[config.mk]
export PLATFORM = sky130hd
export DESIGN_NAME = fault_edge_event_queue
export DESIGN_NICKNAME = d
export VERILOG_FILES = /design/src/rtl/feeq_pkg.sv /design/src/rtl/feeq_ring.sv /design/src/rtl/fault_edge_event_queue.sv
export SDC_FILE = /design/constraint.sdc
export NUM_CORES = 1
export LEC_CHECK = 0
export ABC_AREA = 1
export BUFFER_PORTS_ARGS = -buffer_cell sky130_fd_sc_hd__buf_2
export CORE_AREA = 2 2 263 369
export CTS_CLUSTER_DIAMETER = 200
export CTS_CLUSTER_SIZE = 16
export DETAILED_ROUTE_END_ITERATION = 7
export DIE_AREA = 0 0 265 371
export PLACE_DENSITY_LB_ADDON = 0.1
export SLEW_MARGIN = 40
export SYNTH_ARGS = -nofsm -noshare
export SYNTH_HDL_FRONTEND = slang
export SYNTH_HIERARCHICAL = 1
export SYNTH_SLANG_ARGS = --single-unit
[constraint.sdc]
create_clock -name clk_i -period 10.1 [get_ports clk_i]
set_input_delay 1.01 -clock clk_i [delete_from_list [all_inputs] [get_ports clk_i]]
set_output_delay 1.01 -clock clk_i [all_outputs]
set_load 0.01 [all_outputs]
[src/rtl/feeq_pkg.sv]
// Shared types, codes and helpers for the fault edge event queue.
// Depends on nothing; used by feeq_ring, fault_edge_event_queue and the testbench.
`default_nettype none

package feeq_pkg;

  // Motor wheels per axle type. The bus source and the tracker count follow from it.
  localparam int unsigned WHEEL_COUNT = 4;
  localparam int unsigned TRK_DEPTH   = 2 * WHEEL_COUNT;
  localparam int unsigned TRK_AW      = $clog2(TRK_DEPTH);
  localparam int unsigned QUEUE_DEPTH = 16;

  localparam int unsigned SRC_W  = 4;
  localparam int unsigned CODE_W = 8;
  localparam int unsigned DROP_W = 16;

  localparam logic [SRC_W-1:0]  SRC_BUS  = SRC_W'(2 * WHEEL_COUNT);
  localparam logic [DROP_W-1:0] DROP_MAX = '1;

  // Input item kinds.
  localparam logic [1:0] KIND_MOTOR = 2'd0;
  localparam logic [1:0] KIND_BUS   = 2'd1;
  localparam logic [1:0] KIND_DRAIN = 2'd2;

  // Bus states.
  localparam logic [1:0] BUS_OK      = 2'd0;
  localparam logic [1:0] BUS_WARNING = 2'd1;
  localparam logic [1:0] BUS_PASSIVE = 2'd2;
  localparam logic [1:0] BUS_OFF     = 2'd3;

  // Event kinds.
  localparam logic [2:0] EVT_ENTER    = 3'd0;
  localparam logic [2:0] EVT_CLEAR    = 3'd1;
  localparam logic [2:0] EVT_CHANGE   = 3'd2;
  localparam logic [2:0] EVT_SIG_OK   = 3'd3;
  localparam logic [2:0] EVT_SIG_LOST = 3'd4;

  // Configuration register indexes and reset values.
  localparam logic CFG_BUS_OFF     = 1'b0;
  localparam logic CFG_ERR_PASSIVE = 1'b1;
  localparam logic [CODE_W-1:0] BUS_OFF_RESET     = 8'd1;
  localparam logic [CODE_W-1:0] ERR_PASSIVE_RESET = 8'd2;

  typedef struct packed {
    logic [2:0]        kind;
    logic [SRC_W-1:0]  source;
    logic [CODE_W-1:0] fault_now;
    logic [CODE_W-1:0] fault_before;
    logic [7:0]        raw;
    logic [7:0]        esc;
    logic              enabled;
  } evt_t;

  typedef struct packed {
    logic [CODE_W-1:0] fault;
    logic              valid;
    logic              lost;
    logic              seen;
  } trk_t;

  typedef struct packed {
    logic draining;
    logic empty;
  } ring_stat_t;

  function automatic logic [2:0] fault_kind(input logic [CODE_W-1:0] before_code,
                                            input logic [CODE_W-1:0] now_code);
    logic [2:0] k;
    if (before_code == '0) begin
      k = EVT_ENTER;
    end else if (now_code == '0) begin
      k = EVT_CLEAR;
    end else begin
      k = EVT_CHANGE;
    end
    return k;
  endfunction

endpackage

`default_nettype wire

[src/rtl/feeq_ring.sv]
// Ring of pending events in a single-port-write, registered-read memory,
// with overwrite-on-full, a saturating drop counter and the drain sequencer.
// Depends on feeq_pkg.
`default_nettype none

module feeq_ring #(
  parameter int unsigned QueueDepth = feeq_pkg::QUEUE_DEPTH
) (
  input  wire logic                         clk_i,
  input  wire logic                         rst_ni,
  input  wire logic                         push_i,
  input  wire feeq_pkg::evt_t               push_evt_i,
  input  wire logic                         drain_i,
  output feeq_pkg::ring_stat_t              stat_o,
  output logic                              out_valid_o,
  output feeq_pkg::evt_t                    out_evt_o,
  output logic                              out_last_o,
  output logic [feeq_pkg::DROP_W-1:0]       dropped_o
);

  localparam int unsigned PtrW = $clog2(QueueDepth);
  localparam int unsigned CntW = $clog2(QueueDepth + 1);

  feeq_pkg::evt_t event_mem [QueueDepth];

  logic [PtrW-1:0]             wp_q, rp_q;
  logic [CntW-1:0]             cnt_q;
  logic [feeq_pkg::DROP_W-1:0] drop_q;
  logic                        drain_q;
  logic                        rvalid_q, rlast_q;
  feeq_pkg::evt_t              rdata_q;
  logic                        full;

  function automatic logic [PtrW-1:0] ptr_inc(input logic [PtrW-1:0] p);
    return (p == PtrW'(QueueDepth - 1)) ? '0 : p + 1'b1;
  endfunction

  assign full = (cnt_q == CntW'(QueueDepth));

  always_ff @(posedge clk_i or negedge rst_ni) begin
    if (!rst_ni) begin
      wp_q     <= '0;
      rp_q     <= '0;
      cnt_q    <= '0;
      drop_q   <= '0;
      drain_q  <= 1'b0;
      rvalid_q <= 1'b0;
      rlast_q  <= 1'b0;
    end else begin
      rvalid_q <= drain_q;
      rlast_q  <= drain_q && (cnt_q == CntW'(1));
      if (push_i) begin
        wp_q <= ptr_inc(wp_q);
        if (full) begin
          // The oldest event gives way to the new one.
          rp_q <= ptr_inc(rp_q);
          if (drop_q != feeq_pkg::DROP_MAX) begin
            drop_q <= drop_q + 1'b1;
          end
        end else begin
          cnt_q <= cnt_q + 1'b1;
        end
      end
      if (drain_i && (cnt_q != '0)) begin
        drain_q <= 1'b1;
      end
      // A drain walks the read pointer forward until it meets the write pointer.
      if (drain_q) begin
        rp_q  <= ptr_inc(rp_q);
        cnt_q <= cnt_q - 1'b1;
        if (cnt_q == CntW'(1)) begin
          drain_q <= 1'b0;
        end
      end
    end
  end

  always_ff @(posedge clk_i) begin
    if (push_i) begin
      event_mem[wp_q] <= push_evt_i;
    end
    if (drain_q) begin
      rdata_q <= event_mem[rp_q];
    end
  end

  assign stat_o.draining = drain_q;
  assign stat_o.empty    = (cnt_q == '0);
  assign out_valid_o     = rvalid_q;
  assign out_evt_o       = rdata_q;
  assign out_last_o      = rlast_q;
  assign dropped_o       = drop_q;

endmodule

`default_nettype wire

[src/rtl/fault_edge_event_queue.sv]
// Fault edge event queue: motor trackers held in memory, the bus tracker, edge
// detection, and the event ring. Depends on feeq_pkg and feeq_ring.
// Timing: an item is taken when start_i is high and busy_o is low. A motor report
// reads its tracker from memory as it is taken, then compares and writes back; a bus
// report compares with its tracker register and updates it. A motor report queuing
// two events pushes them in turn, as the ring accepts one event a cycle. A drain walks
// out every pending event; the ring's single read port gives one event a cycle. Each
// event is shown for one cycle with out_valid_o; the receiver cannot stall the block.
`default_nettype none

module fault_edge_event_queue #(
  parameter int unsigned QueueDepth = feeq_pkg::QUEUE_DEPTH
) (
  input  wire logic                          clk_i,
  input  wire logic                          rst_ni,
  input  wire logic                          start_i,
  output logic                               busy_o,
  input  wire logic                          cfg_we_i,
  input  wire logic                          cfg_index_i,
  input  wire logic [7:0]                    cfg_wdata_i,
  input  wire logic [1:0]                    kind_i,
  input  wire logic                          steer_sel_i,
  input  wire logic [1:0]                    wheel_i,
  input  wire logic [7:0]                    motor_code_i,
  input  wire logic                          fb_valid_i,
  input  wire logic [7:0]                    vendor_code_i,
  input  wire logic [1:0]                    bus_state_i,
  input  wire logic [7:0]                    esc_id_i,
  input  wire logic                          drive_enabled_i,
  output logic                               out_valid_o,
  output logic [2:0]                         event_kind_o,
  output logic [3:0]                         source_o,
  output logic [7:0]                         fault_now_o,
  output logic [7:0]                         fault_before_o,
  output logic [7:0]                         event_raw_o,
  output logic [7:0]                         event_esc_o,
  output logic                               event_enabled_o,
  output logic [15:0]                        dropped_total_o,
  output logic                               last_o
);

  localparam int unsigned TrkAw = feeq_pkg::TRK_AW;

  localparam logic [1:0] S_IDLE  = 2'd0;
  localparam logic [1:0] S_EXEC  = 2'd1;
  localparam logic [1:0] S_PUSH2 = 2'd2;
  localparam logic [1:0] S_DRAIN = 2'd3;

  logic [1:0] state_q, state_d;
  logic       accept;

  // Captured item.
  logic [1:0]                        kind_q;
  logic [2:0]                        wheel_q;
  logic [feeq_pkg::SRC_W-1:0]        src_q;
  logic [7:0]                        code_q, raw_q, esc_q;
  logic                              hv_q, en_q;
  logic [1:0]                        bstate_q;
  logic [feeq_pkg::SRC_W-1:0]        src_in;

  // Configuration and bus tracker.
  logic [7:0] bus_off_q, err_passive_q;
  logic [7:0] bus_fault_q;
  logic       bus_seen_q;

  // Motor tracker memory, with a valid bit per entry so that reset reads as zero.
  feeq_pkg::trk_t                trk_mem [feeq_pkg::TRK_DEPTH];
  feeq_pkg::trk_t                trk_rdata_q;
  logic [feeq_pkg::TRK_DEPTH-1:0] trk_vld_q;
  feeq_pkg::trk_t                trk_cur, trk_new;
  logic                          trk_we;

  logic           sig_edge, flt_edge, in_range;
  feeq_pkg::evt_t sig_evt, flt_evt, bus_evt, evt2_q;
  logic [7:0]     bus_cur;
  logic           bus_push, bus_upd;

  logic                 ring_push, ring_drain;
  feeq_pkg::evt_t       ring_evt, out_evt;
  feeq_pkg::ring_stat_t ring_stat;

  assign busy_o = (state_q != S_IDLE);
  assign accept = start_i && !busy_o;

  assign src_in = steer_sel_i ? feeq_pkg::SRC_W'(wheel_i)
                              : feeq_pkg::SRC_W'(feeq_pkg::WHEEL_COUNT)
                                + feeq_pkg::SRC_W'(wheel_i);

  always_ff @(posedge clk_i) begin
    if (accept) begin
      kind_q      <= kind_i;
      wheel_q     <= {1'b0, wheel_i};
      src_q       <= src_in;
      code_q      <= motor_code_i;
      raw_q       <= vendor_code_i;
      esc_q       <= esc_id_i;
      hv_q        <= fb_valid_i;
      en_q        <= drive_enabled_i;
      bstate_q    <= bus_state_i;
      trk_rdata_q <= trk_mem[src_in[TrkAw-1:0]];
    end
    if (trk_we) begin
      trk_mem[src_q[TrkAw-1:0]] <= trk_new;
    end
    if (state_q == S_EXEC) begin
      evt2_q <= flt_evt;
    end
  end

  // Tracker compare and update.
  assign in_range = (wheel_q < 3'(feeq_pkg::WHEEL_COUNT));
  assign trk_cur  = trk_vld_q[src_q[TrkAw-1:0]] ? trk_rdata_q : '0;
  assign sig_edge = (hv_q != trk_cur.valid) && (hv_q ? trk_cur.lost : trk_cur.seen);
  assign flt_edge = hv_q && trk_cur.seen && (code_q != trk_cur.fault)
                    && ((trk_cur.fault != '0) || (code_q != '0));

  always_comb begin
    trk_new.fault = hv_q ? code_q : trk_cur.fault;
    trk_new.valid = hv_q;
    trk_new.lost  = sig_edge ? !hv_q : trk_cur.lost;
    trk_new.seen  = 1'b1;
  end

  always_comb begin
    sig_evt.kind         = hv_q ? feeq_pkg::EVT_SIG_OK : feeq_pkg::EVT_SIG_LOST;
    sig_evt.source       = src_q;
    sig_evt.fault_now    = trk_cur.fault;
    sig_evt.fault_before = trk_cur.fault;
    sig_evt.raw          = raw_q;
    sig_evt.esc          = esc_q;
    sig_evt.enabled      = en_q;

    flt_evt.kind         = feeq_pkg::fault_kind(trk_cur.fault, code_q);
    flt_evt.source       = src_q;
    flt_evt.fault_now    = code_q;
    flt_evt.fault_before = trk_cur.fault;
    flt_evt.raw          = raw_q;
    flt_evt.esc          = esc_q;
    flt_evt.enabled      = en_q;
  end

  // Bus state mapped to a fault code through the configuration registers.
  always_comb begin
    case (bstate_q)
      feeq_pkg::BUS_OFF:     bus_cur = bus_off_q;
      feeq_pkg::BUS_PASSIVE: bus_cur = err_passive_q;
      default:               bus_cur = '0;
    endcase
    bus_evt.kind         = feeq_pkg::fault_kind(bus_fault_q, bus_cur);
    bus_evt.source       = feeq_pkg::SRC_BUS;
    bus_evt.fault_now    = bus_cur;
    bus_evt.fault_before = bus_fault_q;
    bus_evt.raw          = {6'd0, bstate_q};
    bus_evt.esc          = '0;
    bus_evt.enabled      = en_q;
  end
  assign bus_push = bus_seen_q && (bus_cur != bus_fault_q);

  always_comb begin
    state_d    = state_q;
    ring_push  = 1'b0;
    ring_evt   = sig_evt;
    ring_drain = 1'b0;
    trk_we     = 1'b0;
    bus_upd    = 1'b0;
    case (state_q)
      S_IDLE: begin
        if (accept) begin
          state_d = S_EXEC;
        end
      end
      S_EXEC: begin
        state_d = S_IDLE;
        case (kind_q)
          feeq_pkg::KIND_MOTOR: begin
            if (in_range) begin
              trk_we = 1'b1;
              if (sig_edge) begin
                ring_push = 1'b1;
                ring_evt  = sig_evt;
                if (flt_edge) begin
                  state_d = S_PUSH2;
                end
              end else if (flt_edge) begin
                ring_push = 1'b1;
                ring_evt  = flt_evt;
              end
            end
          end
          feeq_pkg::KIND_BUS: begin
            bus_upd   = 1'b1;
            ring_push = bus_push;
            ring_evt  = bus_evt;
          end
          feeq_pkg::KIND_DRAIN: begin
            ring_drain = 1'b1;
            state_d    = S_DRAIN;
          end
          default: ;
        endcase
      end
      S_PUSH2: begin
        ring_push = 1'b1;
        ring_evt  = evt2_q;
        state_d   = S_IDLE;
      end
      S_DRAIN: begin
        if (!ring_stat.draining) begin
          state_d = S_IDLE;
        end
      end
      default: state_d = S_IDLE;
    endcase
  end

  always_ff @(posedge clk_i or negedge rst_ni) begin
    if (!rst_ni) begin
      state_q       <= S_IDLE;
      bus_off_q     <= feeq_pkg::BUS_OFF_RESET;
      err_passive_q <= feeq_pkg::ERR_PASSIVE_RESET;
      bus_fault_q   <= '0;
      bus_seen_q    <= 1'b0;
      trk_vld_q     <= '0;
    end else begin
      state_q <= state_d;
      if (cfg_we_i) begin
        case (cfg_index_i)
          feeq_pkg::CFG_BUS_OFF:     bus_off_q     <= cfg_wdata_i;
          feeq_pkg::CFG_ERR_PASSIVE: err_passive_q <= cfg_wdata_i;
          default: ;
        endcase
      end
      if (bus_upd) begin
        bus_fault_q <= bus_cur;
        bus_seen_q  <= 1'b1;
      end
      if (trk_we) begin
        trk_vld_q[src_q[TrkAw-1:0]] <= 1'b1;
      end
    end
  end

  feeq_ring #(
    .QueueDepth (QueueDepth)
  ) u_ring (
    .clk_i       (clk_i),
    .rst_ni      (rst_ni),
    .push_i      (ring_push),
    .push_evt_i  (ring_evt),
    .drain_i     (ring_drain),
    .stat_o      (ring_stat),
    .out_valid_o (out_valid_o),
    .out_evt_o   (out_evt),
    .out_last_o  (last_o),
    .dropped_o   (dropped_total_o)
  );

  assign event_kind_o    = out_evt.kind;
  assign source_o        = out_evt.source;
  assign fault_now_o     = out_evt.fault_now;
  assign fault_before_o  = out_evt.fault_before;
  assign event_raw_o     = out_evt.raw;
  assign event_esc_o     = out_evt.esc;
  assign event_enabled_o = out_evt.enabled;

  // The ring never takes a new event while a drain walks it.
  a_no_push_in_drain: assert property (@(posedge clk_i) disable iff (!rst_ni)
    ring_push |-> !ring_stat.draining)
    else $error("event pushed while the ring is draining");

  // The last beat of a drain is not followed by another beat.
  a_last_ends_drain: assert property (@(posedge clk_i) disable iff (!rst_ni)
    (out_valid_o && last_o) |=> !out_valid_o)
    else $error("beat after the last beat of a drain");

  // A drain of an empty ring produces nothing.
  a_empty_drain: assert property (@(posedge clk_i) disable iff (!rst_ni)
    (ring_drain && ring_stat.empty) |=> !ring_stat.draining)
    else $error("empty drain started a walk");

  // A second event is only pushed straight after a motor report was evaluated.
  a_push2_order: assert property (@(posedge clk_i) disable iff (!rst_ni)
    (state_q == S_PUSH2) |-> ($past(state_q) == S_EXEC))
    else $error("second push without a preceding evaluation");

endmodule

`default_nettype wire

==> impl_metrics.json, run 1 <==
{
  "status": "finished, final reports clean",
  "synthCells": 3287,
  "diodes": 0,
  "fin_util_pct": 43.6,
  "final_nets": 3418,
  "start_kind": "register",
  "arrival_ps": 4700,
  "clk_latency_ps": 640,
  "core_area_um2": 94900,
  "die_area_um2": 98300,
  "grt_max_degree": 130,
  "fin_crit_sh_pct": 43.7,
  "antenna_left": 0,
  "die_w_um": 265,
  "fp-row-count": 134,
  "ys_warn_count": 6,
  "gp_congestion": 0.868,
  "critPathKind": "register to register",
  "htree_num_levels": 3,
  "start_util_pct": 39.7,
  "fill_cells": 8789,
  "total_power_w": 0.0118,
  "post_cts_buffers": 0,
  "p_leak_nw": 15.0,
  "worst_slew_pin_slew_ps": 855,
  "area_growth_pct": 9.82,
  "setup_violations": 0,
  "grt_pass1_wl_mm": 155,
  "drive_above_1_share_pct": 10.6,
  "clock-sinks": 908,
  "end_kind": "register",
  "io_pins": 105,
  "synth_area_per_cell_um2": 11.5,
  "cp_max_fo": 25,
  "r2r_slack_ps": 5690,
  "fmax_mhz": 227,
  "multiInputGateArea_um2": 9390,
  "hold_viol": 0,
  "post_cts_hold_buffer_count": 0,
  "overflow": 0,
  "syn-num-nets": 3347,
  "worstReg2RegEnd": "u_ring/event_mem[10][22]",
  "fin_crit_ps": 4410,
  "first_pass_iters": 8,
  "vias": 24200,
  "cts_buffers": 66,
  "wl_mm": 103,
  "placed_cell_area_um2": 39600,
  "cts_root_buffer": "clkbuf_16",
  "antenna_found_initial": 0,
  "fin_setup_tns_ps": 0,
  "skew_ps": 20.6,
  "hpwl_mm": 61.7,
  "viasPerCell": 5.25,
  "io_buffers": 104,
  "die_h_um": 371,
  "wire_per_inst_um": 22.4,
  "cts_buffer_depth": 3,
  "r2r_cells": 11,
  "grt_pass1_vias": 24000,
  "hold_class": "input pin to asynchronous set/reset pin",
  "crit_start": "kind_q[1]",
  "ir_drop_mv": 0.158,
  "p_per_area_nw_per_um2": 285,
  "rsz0062_at_grt": "no",
  "seq_area_um2": 26900,
  "post_cts_resized": 0,
  "drtIter0Drc": 2089,
  "clkTransAtPathRegs_ps": 70,
  "grt_usage_pct": 21.1,
  "rr_startpoint": "kind_q[1]",
  "stdcell_area_um2": 41400,
  "maxSlewViolCount": 0,
  "cts_tree": "yes",
  "cap_violations": 0,
  "slew_headroom_pct": 43.0,
  "whs_ps": 385,
  "drc_errors": 0,
  "syn_area_um2": 37700,
  "worstPathRequired_ps": 10390
}
-- layout by cell type, fill, tap and decap left out, types with 7 or more instances in the layout --
master	count
ha_1	11
dfrtp_1	61
nand2_2	32
a31oi_1	10
nor2_1	631
buf_4	64
nand2_1	561
clkbuf_1	15
buf_2	103
clkbuf_16	67
nand2_4	9
inv_2	10
nand3_1	183
xor2_1	12
o21ai_1	139
nand4_1	17
nor2_4	21
edfxtp_1	841
xnor2_1	7
o21ai_0	301
a221oi_1	8
a21oi_1	7
nor3_1	7
o22ai_1	19
nor2_2	9
inv_1	168
o211ai_1	7
-- final cells by class --
class                           count  share of cell area [%]
Inverter                          183                    1.70
Timing Repair Buffer              171                    2.51
Clock inverter                      4                   0.136
Sequential cell                   908                    65.1
Clock buffer                       82                    4.19
Tap cell                         1224                    3.70
Multi-Input combinational cell   2028                    22.7
-- worst max-delay path, cell delays in order, from the launching register on --
cell and delay, ps:
edfxtp_1 580, nor2_1 690, inv_2 130, nor2_1 340, inv_1 250, nor2_1 140, a21oi_1 80, a21oi_1 170
buf_4 220, nand2_1 260, nor2_4 630, buf_4 510
-- state kept, by name, indices dropped and copies added, names as in the netlist, 3 cells and up --
signal,flops
trk_rdata_q,10
u_ring/wp_q,4
trk_mem,80
u_ring/cnt_q,5
bus_off_q,8
u_ring/rp_q,4
trk_vld_q,8
u_ring/out_evt_o,40
esc_q,8
code_q,8
evt2_q,38
u_ring/dropped_o,16
raw_q,8
u_ring/event_mem,640
src_q,3
bus_fault_q,8
err_passive_q,8
-- report_power, final --
part | switching [W] | internal [W] | leakage, nW
Combinational | 0.00303 | 0.000985 | 5.54
Clock | 0.00125 | 0.00123 | 0.871
Sequential | 0.000241 | 0.00508 | 8.59
-- how the worst max path moves through the flow --
| stage | end | cells after the start |
|---|---|---|
| 2_1_floorplan | u_ring/event_mem[15][0] | 11 |
| 3_3_place_gp | u_ring/event_mem[10][18] | 21 |
| 3_5_place_dp | u_ring/event_mem[10][21] | 11 |
| 4_1_cts | u_ring/event_mem[10][13] | 11 |
| 5_1_grt | u_ring/event_mem[10][13] | 11 |
| 6_report | u_ring/event_mem[10][22] | 11 |
-- through the flow --
step                instances  setup slack, ps
floorplan                3287             4970
global placement         4514             5780
detailed placement       4514             5770
CTS                      4600             5750
global route             4600             5490
finish                   4600             5690
-- per-layer routing --
layer  vias to the layer above  track usage, %  wire, um
li1                      11400               -         -
met5                         -               0         0
met2                       618            36.9     52100
met4                         0            6.83      2620
met3                       128            2.46      5070
met1                     12000            27.5     43400
Power figures use the tool's default switching activity.
==> run 2, diff against run 1 <==
==> constraint.sdc (replaced) <==
create_clock -name clk_i -period 3.8 [get_ports clk_i]
set_input_delay 0.38 -clock clk_i [delete_from_list [all_inputs] [get_ports clk_i]]
set_output_delay 0.38 -clock clk_i [all_outputs]
set_load 0.01 [all_outputs]
==> run 2 against run 1 <==
Net effect:
- flip-flop and latch count unchanged
- maximum frequency rose by 24%
- highest routed layer is now met5
- count of clock-buffer cells in the layout grew 14
- routed wire length increased by 1.6%
- die area stayed put
- global-route usage up 0.15 points
- total power increased to 2.7 times the previous value
- critical path type unchanged
- largest cell class unchanged
- cell area is 2.6% higher
- combinational power rose to 2.9 times the previous value
- non-clock buffer count increased by 95
==> impl_metrics.json, run 2 (same netlist as run 1, synthesis figures left out) <==
{
  "start_kind": "register",
  "hold_end": "bus_off_q[6]",
  "gp_congestion": 0.891,
  "fin_crit_ps": 3570,
  "total_power_w": 0.0323,
  "cp_slowest_cell": "nor2_1",
  "maxSlewViolCount": 0,
  "cts_tree": "yes",
  "crit_path_cell_trace": "inv_1 -> ha_2 -> inv_1 -> nor2_1 -> inv_1 -> nor2_1 -> a21oi_1 -> a21oi_1 -> buf_4 -> nand2_1 -> nor2_4 -> buf_4",
  "hold_viol": 0,
  "fmax_mhz": 280,
  "status": "finished, final reports clean",
  "grt_pass1_vias": 24800,
  "multiInputGateArea_um2": 9300,
  "grt_pass1_wl_mm": 157,
  "grt_usage_pct": 21.3,
  "first_pass_iters": 5,
  "wire_per_inst_um": 22.3,
  "grt_max_degree": 86,
  "largest_register_ffs": 640,
  "min_path_cells": 3,
  "hpwl_mm": 67.5,
  "rr_startpoint": "state_q[1]",
  "final_common_cell": "edfxtp_1",
  "core_area_um2": 94900,
  "fin_crit_sh_pct": 94.0,
  "arrival_ps": 3840,
  "clk_latency_ps": 630,
  "fin_setup_tns_ps": 0,
  "cp_max_fo": 20,
  "slew_headroom_pct": 43.8,
  "die_w_um": 265,
  "seq_area_um2": 26900,
  "final_nets": 3513,
  "worstReg2RegEnd": "u_ring/event_mem[15][36]",
  "drive_above_1_share_pct": 11.9,
  "area_growth_pct": 12.6,
  "crit_top_cell": "inv_1",
  "p_int_w": 0.0199,
  "cap_violations": 0,
  "viasPerCell": 5.21,
  "critPathKind": "register to register",
  "die_h_um": 371,
  "hold_class": "input pin to register",
  "p_per_area_nw_per_um2": 762,
  "antenna_found_initial": 2,
  "cts_root_buffer": "clkbuf_16",
  "diodes": 0,
  "worst_slew_pin_slew_ps": 837,
  "worstHoldStart": "cfg_wdata_i[6]",
  "cts_buffers": 66,
  "ir_drop_mv": 0.470,
  "overflow": 0,
  "setup_violations": 0,
  "final_cell_mix": "edfxtp_1 (841), nor2_1 (632), nand2_1 (561)",
  "drc_errors": 0,
  "fp-row-count": 134,
  "start_util_pct": 39.7,
  "pwr-share-seq_pct": 43.6,
  "r2r_slack_ps": 230,
  "fill_cells": 8763,
  "wl_mm": 105,
  "p_leak_nw": 15.6,
  "drtIter0Drc": 1698,
  "end_kind": "register",
  "io_buffers": 104,
  "antenna_left": 0,
  "clock-sinks": 908,
  "skew_ps": 24.4,
  "worstPathRequired_ps": 4070,
  "io_pins": 105,
  "die_area_um2": 98300,
  "vias": 24600,
  "cts_buffer_depth": 3,
  "sw_frac_of_total_pct": 38.4,
  "r2r_cells": 12,
  "clkTransAtPathRegs_ps": 70,
  "switchingPower_w": 0.0124,
  "regMostFlops": "u_ring/event_mem",
  "power_frac_clock_pct": 21.0,
  "critPathMaxStageDelay_ps": 480,
  "htree_num_levels": 3,
  "rsz0062_at_grt": "no",
  "p_comb_share_pct": 35.4
}
-- run 2: worst max-delay path by stage --
stage                     slack [ps]  cells after the start        from                        to
after global routing               2                     20    src_q[1]   u_ring/event_mem[15][3]
final                            230                     12  state_q[1]  u_ring/event_mem[15][36]
after CTS                        210                     21    src_q[0]   u_ring/event_mem[5][39]
after detailed placement         210                     21    src_q[0]   u_ring/event_mem[5][14]
after floorplan                   80                     11  state_q[1]    u_ring/event_mem[0][0]
after global placement           240                     21    src_q[0]   u_ring/event_mem[5][14]
-- run 2: what timing repair did --
item	in CTS	in global routing
setup endpoints to repair	0	88
gates resized for setup	0	3
setup buffers	0	7
endpoints found under the hold margin	95	0
hold buffers	31	0
-- run 2: per-layer routing --
metal | track usage [%] | share of wire, % | vias up
met5 | 0 | 0.012 | -
met4 | 7.21 | 3.2 | 2
met3 | 2.77 | 4.1 | 156
met2 | 38.1 | 51 | 596
met1 | 26.5 | 41 | 12200
li1 | - | - | 11600
-- run 2: worst max-delay path, delay by kind of cell (launching register included) --
| family | cells | cell delay, ps |
|---|---|---|
| AO/OA/AOI/OAI | 2 | 290 |
| adder cells (fa/ha/maj) | 1 | 220 |
| buffers and inverters | 5 | 1160 |
| flip-flops | 1 | 420 |
| AND/OR/NAND/NOR | 4 | 1080 |
-- run 2: layout make-up --
cell class                      instances  share of cell area [%]
Clock buffer                           96                    4.31
Clock inverter                          3                   0.112
Inverter                              183                    1.65
Multi-Input combinational cell       2028                    21.9
Sequential cell                       908                    63.5
Tap cell                             1224                    3.61
Timing Repair Buffer                  266                    4.96
-- run 2: power groups by stage --
stage | clock (W) | combinational [W] | sequential, W
6_report | 0.00678 | 0.0115 | 0.0141
4_1_cts | 0.00697 | 0.0116 | 0.0141
3_5_place_dp | 0 | 0.0116 | 0.0143
2_1_floorplan | 0 | 0.00677 | 0.0142
3_3_place_gp | 0 | 0.0115 | 0.0143
5_1_grt | 0.00733 | 0.0126 | 0.0142
-- run 2: stage by stage --
step | util, % | hold WS [ps] | std cells | worst slack (ps) | area [um^2]
after CTS | 44.7 | 2.69 | 4701 | 211 | 42400
final | 44.7 | 54.6 | 4708 | 229 | 42500
after detailed placement | 42.4 | 442 | 4571 | 211 | 40200
after global routing | 44.7 | 11.4 | 4708 | 1.59 | 42500
after global placement | 42.3 | 434 | 4568 | 239 | 40100
after floorplan | - | 84.4 | 3287 | 83.1 | 37800
